===== config.mk =====
export PLATFORM = sky130hd
export DESIGN_NAME = number_to_ascii_formatter_core
export DESIGN_NICKNAME = d
export VERILOG_FILES = /design/src/ntaf_pkg.sv /design/src/ntaf_bcd.sv /design/src/ntaf_ser.sv /design/src/number_to_ascii_formatter_core.sv
export SDC_FILE = /design/constraint.sdc
export NUM_CORES = 1
export LEC_CHECK = 0
export BUFFER_PORTS_ARGS = -buffer_cell sky130_fd_sc_hd__buf_2
export CORE_MARGIN = 2
export CORE_UTILIZATION = 40
export DETAILED_ROUTE_END_ITERATION = 10
export PLACE_DENSITY = 0.64
export RECOVER_POWER = 50
export SYNTH_ARGS = -nofsm -noshare
export SYNTH_HDL_FRONTEND = slang
export SYNTH_SLANG_ARGS = --single-unit

===== constraint.sdc =====
create_clock -name i_clk -period 10.55 [get_ports i_clk]
set_input_delay 0.5275 -clock i_clk [delete_from_list [all_inputs] [get_ports i_clk]]
set_output_delay 0.5275 -clock i_clk [all_outputs]
set_load 0.005 [all_outputs]

===== src/ntaf_pkg.sv =====
// ----------------------------------------------------------------------------
// ntaf_pkg - shared definitions for the number-to-ASCII formatter
// Format codes, character constants and the command that starts the
// character serializer.
// ----------------------------------------------------------------------------
package ntaf_pkg;

    localparam int VALUE_W  = 32;
    localparam int BCD_DIGS = 10;
    localparam int BCD_W    = 4 * BCD_DIGS;
    localparam int SH_W     = BCD_W;
    localparam int LEFT_W   = 6;

    // Format selector codes
    localparam logic [1:0] OP_DEC  = 2'd0;
    localparam logic [1:0] OP_HEX  = 2'd1;
    localparam logic [1:0] OP_BIN  = 2'd2;
    localparam logic [1:0] OP_NONE = 2'd3;

    // Accepted binary widths
    localparam logic [7:0] BW_8  = 8'd8;
    localparam logic [7:0] BW_16 = 8'd16;
    localparam logic [7:0] BW_32 = 8'd32;

    // Characters
    localparam logic [7:0] CH_ZERO  = 8'h30;
    localparam logic [7:0] CH_ONE   = 8'h31;
    localparam logic [7:0] CH_X     = 8'h78;
    localparam logic [7:0] CH_SPACE = 8'h20;
    localparam logic [7:0] CH_A     = 8'h41;
    localparam logic [3:0] NIB_TEN  = 4'd10;

    typedef enum logic [1:0] {
        MODE_DEC,
        MODE_HEX,
        MODE_BIN
    } t_mode;

    typedef struct packed {
        logic               load;
        t_mode              mode;
        logic [SH_W-1:0]    data;
        logic [LEFT_W-1:0]  count;
    } t_ser_cmd;

    function automatic logic [7:0] hex_char(input logic [3:0] nib);
        logic [7:0] c;
        if (nib < NIB_TEN) begin
            c = CH_ZERO + {4'd0, nib};
        end else begin
            c = CH_A + {4'd0, nib - NIB_TEN};
        end
        return c;
    endfunction

endpackage


===== src/ntaf_bcd.sv =====
// ----------------------------------------------------------------------------
// ntaf_bcd - bit-serial binary to BCD converter
// Shifts the binary value in one bit per cycle, correcting each BCD digit
// (add three when five or more) before every shift.
// ----------------------------------------------------------------------------
module ntaf_bcd
    import ntaf_pkg::*;
(
    input  logic               i_clk,
    input  logic               i_rst_n,
    input  logic               i_load,
    input  logic [VALUE_W-1:0] i_value,
    output logic               o_busy,
    output logic               o_done,
    output logic [BCD_W-1:0]   o_bcd
);

    localparam int CNT_W = $clog2(VALUE_W);

    logic               r_busy;
    logic [CNT_W-1:0]   r_cnt;
    logic [VALUE_W-1:0] r_bin;
    logic [BCD_W-1:0]   r_bcd;
    logic [BCD_W-1:0]   n_bcd;
    logic [BCD_W-1:0]   w_adj;

    // Correct every digit, then shift in the next binary bit
    always_comb begin
        for (int d = 0; d < BCD_DIGS; d++) begin
            if (r_bcd[4*d +: 4] > 4'd4) begin
                w_adj[4*d +: 4] = r_bcd[4*d +: 4] + 4'd3;
            end else begin
                w_adj[4*d +: 4] = r_bcd[4*d +: 4];
            end
        end
        n_bcd = {w_adj[BCD_W-2:0], r_bin[VALUE_W-1]};
    end

    always_ff @(posedge i_clk) begin
        if (!i_rst_n) begin
            r_busy <= 1'b0;
            r_cnt  <= '0;
        end else begin
            if (i_load && !r_busy) begin
                r_busy <= 1'b1;
                r_cnt  <= '0;
                r_bin  <= i_value;
                r_bcd  <= '0;
            end else if (r_busy) begin
                r_bin <= {r_bin[VALUE_W-2:0], 1'b0};
                r_bcd <= n_bcd;
                r_cnt <= r_cnt + 1'b1;
                if (r_cnt == CNT_W'(VALUE_W - 1)) begin
                    r_busy <= 1'b0;
                end
            end
        end
    end

    assign o_busy = r_busy;
    assign o_done = r_busy && (r_cnt == CNT_W'(VALUE_W - 1));
    assign o_bcd  = n_bcd;

endmodule


===== src/ntaf_ser.sv =====
// ----------------------------------------------------------------------------
// ntaf_ser - character serializer
// Walks a shift register one nibble or one bit per cycle (paused for prefix
// and spaces) and emits one ASCII character per cycle, bar suppressed zeros.
// ----------------------------------------------------------------------------
module ntaf_ser
    import ntaf_pkg::*;
(
    input  logic      i_clk,
    input  logic      i_rst_n,
    input  t_ser_cmd  i_cmd,
    output logic      o_busy,
    output logic      o_strobe,
    output logic [7:0] o_char,
    output logic      o_last
);

    typedef enum logic [2:0] {
        S_IDLE,
        S_PFX0,
        S_PFXX,
        S_NIB,
        S_BIT,
        S_SPACE
    } t_state;

    t_state            r_state;
    logic [SH_W-1:0]   r_sh;
    logic [LEFT_W-1:0] r_left;
    logic              r_seen;
    logic              r_strobe;
    logic              r_last;
    logic [7:0]        r_char;
    logic [3:0]        w_nib;
    logic              w_final;

    assign w_nib   = r_sh[SH_W-1 -: 4];
    assign w_final = (r_left == LEFT_W'(1));

    always_ff @(posedge i_clk) begin
        if (!i_rst_n) begin
            r_state  <= S_IDLE;
            r_strobe <= 1'b0;
            r_last   <= 1'b0;
        end else begin
            r_strobe <= 1'b0;
            r_last   <= 1'b0;
            unique case (r_state)
                S_IDLE: begin
                    if (i_cmd.load) begin
                        r_sh   <= i_cmd.data;
                        r_left <= i_cmd.count;
                        r_seen <= 1'b0;
                        unique case (i_cmd.mode)
                            MODE_DEC: r_state <= S_NIB;
                            MODE_HEX: r_state <= S_PFX0;
                            MODE_BIN: r_state <= S_BIT;
                            default:  r_state <= S_IDLE;
                        endcase
                    end
                end
                S_PFX0: begin
                    r_strobe <= 1'b1;
                    r_char   <= CH_ZERO;
                    r_state  <= S_PFXX;
                end
                S_PFXX: begin
                    r_strobe <= 1'b1;
                    r_char   <= CH_X;
                    r_state  <= S_NIB;
                end
                S_NIB: begin
                    // Drop leading zeros, but always show the final digit
                    if (w_nib != 4'd0 || r_seen || w_final) begin
                        r_strobe <= 1'b1;
                        r_char   <= hex_char(w_nib);
                        r_last   <= w_final;
                        r_seen   <= 1'b1;
                    end
                    r_sh   <= {r_sh[SH_W-5:0], 4'd0};
                    r_left <= r_left - 1'b1;
                    if (w_final) begin
                        r_state <= S_IDLE;
                    end
                end
                S_BIT: begin
                    r_strobe <= 1'b1;
                    r_char   <= r_sh[SH_W-1] ? CH_ONE : CH_ZERO;
                    r_last   <= w_final;
                    r_sh     <= {r_sh[SH_W-2:0], 1'b0};
                    r_left   <= r_left - 1'b1;
                    if (w_final) begin
                        r_state <= S_IDLE;
                    end else if (r_left[1:0] == 2'b01) begin
                        r_state <= S_SPACE;
                    end
                end
                S_SPACE: begin
                    r_strobe <= 1'b1;
                    r_char   <= CH_SPACE;
                    r_state  <= S_BIT;
                end
                default: r_state <= S_IDLE;
            endcase
        end
    end

    assign o_busy   = (r_state != S_IDLE);
    assign o_strobe = r_strobe;
    assign o_char   = r_char;
    assign o_last   = r_last;

endmodule


===== src/number_to_ascii_formatter_core.sv =====
// ----------------------------------------------------------------------------
// number_to_ascii_formatter_core - number to ASCII text formatter
// Turns a 32-bit unsigned value into decimal, 0x-hex or spaced binary text,
// one character per strobe, with the final character flagged.
// ----------------------------------------------------------------------------
// Order: hex and binary load the serializer straight from the ports; decimal
//   first runs the serial BCD conversion, then one digit slot a cycle.
// Output: one character per cycle once output starts, except for suppressed
//   hex leading zeros after the prefix; start is not taken while busy.
// busy drops as the last character goes out; the receiver cannot stall.
// Reset (synchronous, active low) returns both units to idle, no output.
module number_to_ascii_formatter_core
    import ntaf_pkg::*;
(
    input  logic               i_clk,
    input  logic               i_rst_n,
    input  logic               start,
    output logic               busy,
    input  logic [1:0]         i_op,
    input  logic [VALUE_W-1:0] i_value,
    input  logic [7:0]         i_bin_width,
    output logic               o_strobe,
    output logic [7:0]         o_char_code,
    output logic               o_last
);

    logic             w_accept;
    logic             w_bin_ok;
    logic             w_bcd_busy;
    logic             w_bcd_done;
    logic [BCD_W-1:0] w_bcd;
    logic             w_ser_busy;
    t_ser_cmd         w_cmd;

    // A transaction is taken whenever start is seen while idle
    assign w_accept = start && !busy;
    assign w_bin_ok = (i_bin_width == BW_8) || (i_bin_width == BW_16) ||
                      (i_bin_width == BW_32);

    ntaf_bcd u_bcd (
        .i_clk   (i_clk),
        .i_rst_n (i_rst_n),
        .i_load  (w_accept && (i_op == OP_DEC)),
        .i_value (i_value),
        .o_busy  (w_bcd_busy),
        .o_done  (w_bcd_done),
        .o_bcd   (w_bcd)
    );

    // Build the serializer command: decimal comes from the BCD unit when it
    // finishes; hex and binary load straight from the input ports. Binary
    // left-aligns the shown bits at the top of the shift register.
    always_comb begin
        w_cmd = '{load: 1'b0, mode: MODE_DEC, data: w_bcd,
                  count: LEFT_W'(BCD_DIGS)};
        if (w_bcd_done) begin
            w_cmd.load = 1'b1;
        end else if (w_accept) begin
            priority if (i_op == OP_HEX) begin
                w_cmd.load  = 1'b1;
                w_cmd.mode  = MODE_HEX;
                w_cmd.data  = {i_value, 8'd0};
                w_cmd.count = LEFT_W'(VALUE_W / 4);
            end else if (i_op == OP_BIN && w_bin_ok) begin
                w_cmd.load = 1'b1;
                w_cmd.mode = MODE_BIN;
                priority if (i_bin_width == BW_8) begin
                    w_cmd.data  = {i_value[7:0], 32'd0};
                    w_cmd.count = LEFT_W'(8);
                end else if (i_bin_width == BW_16) begin
                    w_cmd.data  = {i_value[15:0], 24'd0};
                    w_cmd.count = LEFT_W'(16);
                end else begin
                    w_cmd.data  = {i_value, 8'd0};
                    w_cmd.count = LEFT_W'(32);
                end
            end else begin
                // Unused format or bad width: drop the transaction
                w_cmd.load = 1'b0;
            end
        end
    end

    ntaf_ser u_ser (
        .i_clk    (i_clk),
        .i_rst_n  (i_rst_n),
        .i_cmd    (w_cmd),
        .o_busy   (w_ser_busy),
        .o_strobe (o_strobe),
        .o_char   (o_char_code),
        .o_last   (o_last)
    );

    assign busy = w_bcd_busy || w_ser_busy;

    // A character only follows a busy cycle
    a_strobe_after_busy: assert property (@(posedge i_clk) disable iff (!i_rst_n)
        o_strobe |-> $past(busy))
        else $error("character emitted without a transaction in flight");

    // last is only flagged on a real character
    a_last_has_strobe: assert property (@(posedge i_clk) disable iff (!i_rst_n)
        o_last |-> o_strobe)
        else $error("last flagged without strobe");

    // The final character frees the block
    a_last_ends_busy: assert property (@(posedge i_clk) disable iff (!i_rst_n)
        (o_strobe && o_last) |-> !busy)
        else $error("still busy after last character");

    // Unused format produces nothing and leaves the block idle
    a_none_idle: assert property (@(posedge i_clk) disable iff (!i_rst_n)
        (w_accept && i_op == OP_NONE) |=> !busy)
        else $error("unused format started work");

    // Hex always produces output
    a_hex_busy: assert property (@(posedge i_clk) disable iff (!i_rst_n)
        (w_accept && i_op == OP_HEX) |=> busy)
        else $error("hex transaction not started");

endmodule


==> results.toml <==
[setup_path]
reg2regPathDepth = 4
rrSetupSlack_ns = 4.83
startpoint = "u_bcd.o_busy"
cp-endpoint = "u_bcd.r_bin[30]"
cp_max_fo = 72
r2r-start = "u_bcd.o_busy"
crit_required_ns = 10.52
worstPathArrival_ns = 5.68
worstReg2RegEnd = "u_bcd.r_bin[30]"
path_class = "flop to flop"
critPathLaunchType = "flop"
end_kind = "flop"

[layout]
antenna_cells = 0
fillCellCount = 1721
fin_nets = 768
area_growth_pct = 12.4
drive_above_1_share_pct = 16.0

[routing]
wl_per_cell_um = 18.9
vias = 5433
drt-total-wl_mm = 17.8
dr.first_iter.drc_count = 716
final_antenna_net_count = 0
drc = 0
via_per_inst = 5.77
first_pass_iters = 5

[grt]
grt_pass1_wl_mm = 28.5
grt_max_degree = 73
grt-ovfl-total = 0
grt_use_total_pct = 18.4
grt_pass1_vias = 5422
antenna_found_initial = 0

[synthesis]
yosysWarnings = 0
synth_seq_cells = 137
ys.flop_type = "edfxtp_1"
synthesis.nets = 729
netlist_instances = 656
synthesis.area_um2 = 7590
synth_edf_count = 126
ys_types = 56
async_flop_share_pct = 0
seq_area_frac_synth_pct = 52.8
syn_avg_cell_area_um2 = 11.6

[placed_design]
hpwl_mm = 12.7
port_buffers = 54
pre_cts_slack_ns = 7.22
place.gp.congestion = 0.852

[cts]
holdBufCountCts = 0
cts_tree = "done"
cts.root.buffer_cell = "clkbuf_16"
h-tree-depth = 4
clock_path_buffers = 2
cts_resized = 0
clkSinkCount = 137
cts_buffers = 17
cts_setup_buffers = 0
clk_pin_slew_ns = 0.06
clock_latency_ns = 0.43

[power_and_ir_drop]
ir_worst_vdd_v = 0.000114
leakage_uw = 0.00313
power-per-cell-area_nw_per_um2 = 159

[floorplan]
die_x_um = 142
start_util_pct = 40.7
die-height_um = 142
die_area_um2 = 20100
ioPinCount = 56
core_um2 = 18600
rows = 50

[timing]
setup_slack_ns = 4.83
worst_pin_slew_ns = 3.22
rsz0062_at_grt = "false"
min_period_over_period_pct = 54.2
fmax_mhz = 175
slew_headroom_pct = -115
period_needed_ns = 5.72
skew_ns = 0.00677
setup_violations = 0
hold_viol = 0
slew_viol_final = 173
fin_tns_setup_ns = 0

[min_path]
min_path_cells = 2
hold_class = "input port to flop"

[flow_run]
maxCapViolations = 4

[outcome]
status = "complete, but fails checks"
failed_checks = "max-capacitance violations, max-slew violations"
[final cells by class]
cell class              instances  area, um^2  share of cell area (%)
clock buffers                  17         425                    4.99
clock inverters                15         159                    1.86
inverters                      44         165                    1.94
multi-input cells             438        3200                    37.6
flip-flops and latches        137        4000                    47.0
well taps                     234         293                    3.43
repair buffers                 57         278                    3.26
[critical path, stage by stage, from the launching register on]
cell     delay [ns]
dfxtp_1        0.42
nor4_1         1.46
nand2_1        0.53
nor3_1         0.41
o21a_1         2.32
[kinds of logic (layout without fill, tap and decap cells)]
family	Yosys count	count (layout)	share of synthesized area (%)
adders and majority gates	28	28	4.62
and+or+nand+nor	164	164	12.2
buffers and inverters	81	133	4.82
xor gates and xnor gates	24	24	2.77
AOI/OAI and AO/OA	176	176	16.3
muxes	45	45	6.48
DFF	137	137	52.8
other	1	1	0.0494
[where the power goes]
| part | switching (uW) | internal [uW] | total [uW] |
|---|---|---|---|
| Sequential | 12.6 | 623 | 635 |
| Clock | 228 | 366 | 594 |
| Combinational | 75.7 | 51.2 | 127 |
| Total | 316 | 1040 | 1360 |
[synth_stat cells (10+ instances only)]
| library cell | count | share of area, % |
|---|---|---|
| edfxtp_1 | 126 | 50 |
| nor2_1 | 41 | 2.0 |
| clkbuf_1 | 19 | 0.94 |
| ha_1 | 28 | 4.6 |
| dfxtp_1 | 11 | 2.9 |
| buf_2 | 10 | 0.66 |
| nor3_1 | 15 | 0.99 |
| o21ai_0 | 50 | 3.3 |
| inv_1 | 44 | 2.2 |
| a221o_1 | 25 | 3.3 |
| and2_1 | 21 | 1.7 |
| a22o_1 | 10 | 1.2 |
| nor2b_1 | 13 | 1.1 |
| a22oi_1 | 26 | 2.6 |
| nand2_1 | 25 | 1.2 |
| mux2i_1 | 12 | 1.6 |
| a21oi_1 | 23 | 1.5 |
| and3b_1 | 16 | 1.8 |
| mux2_2 | 33 | 4.9 |
| xnor2_1 | 16 | 1.8 |
[metrics by stage]
step	utilization (%)	power [uW]	area (um^2)	instances	hold slack (ns)
finish	45.7	1360	8530	942	0.424
floorplan	-	733	7590	656	0.467
detailed placement	43.0	775	8020	910	0.496
CTS	46.1	1370	8600	942	0.415
global placement	43.0	769	8020	910	0.480
global route	45.7	1400	8530	942	0.423
[cells in the final DEF, fill, tap and decap left out, types with 3 or more instances in the layout]
cell	instances
edfxtp_1	126
buf_2	51
o21ai_0	50
inv_1	44
nor2_1	41
mux2_2	31
ha_1	28
a22oi_1	26
nand2_1	25
a221o_1	25
a21oi_1	23
clkbuf_16	17
xnor2_1	16
and3b_1	16
nor3_1	15
nor2b_1	12
mux2i_1	12
and2_0	11
dfxtp_1	11
a22o_1	10
and2_1	10
xor2_1	8
nand3_1	7
o221ai_1	7
nand2b_1	6
clkbuf_1	6
clkinv_1	5
o31ai_1	4
o21bai_1	4
o22ai_1	4
a211oi_1	4
nand3b_1	3
nand4_1	3
nor3b_1	3
clkinvlp_4	3
bufinv_16	3
[worst min-delay path by stage]
stage	start	to	slack, ns
finish	i_value[20]	u_bcd.r_bin[20]	0.42
global route	i_value[20]	u_bcd.r_bin[20]	0.42
CTS	i_value[20]	u_bcd.r_bin[20]	0.42
detailed placement	u_bcd.r_cnt[4]	u_bcd.r_cnt[4]	0.50
global placement	u_bcd.r_cnt[4]	u_bcd.r_cnt[4]	0.48
floorplan	u_bcd.r_cnt[4]	u_bcd.r_cnt[4]	0.47
[layer usage]
metal | wire length (um) | GRT usage, %
met5 | 0 | 0
met2 | 8770 | 31.2
met4 | 398 | 6.95
met1 | 7860 | 23.2
met3 | 743 | 3.68
[sequential cells by signal, summed over array words and instances (netlist names), 3 cells and up]
signal         cells
u_ser.r_state      3
u_bcd.r_bcd       40
u_ser.r_left       6
u_ser.r_sh        40
u_bcd.r_cnt        5
u_bcd.r_bin       32
u_ser.o_char       7
No activity file was read; power rests on OpenSTA's default activity.
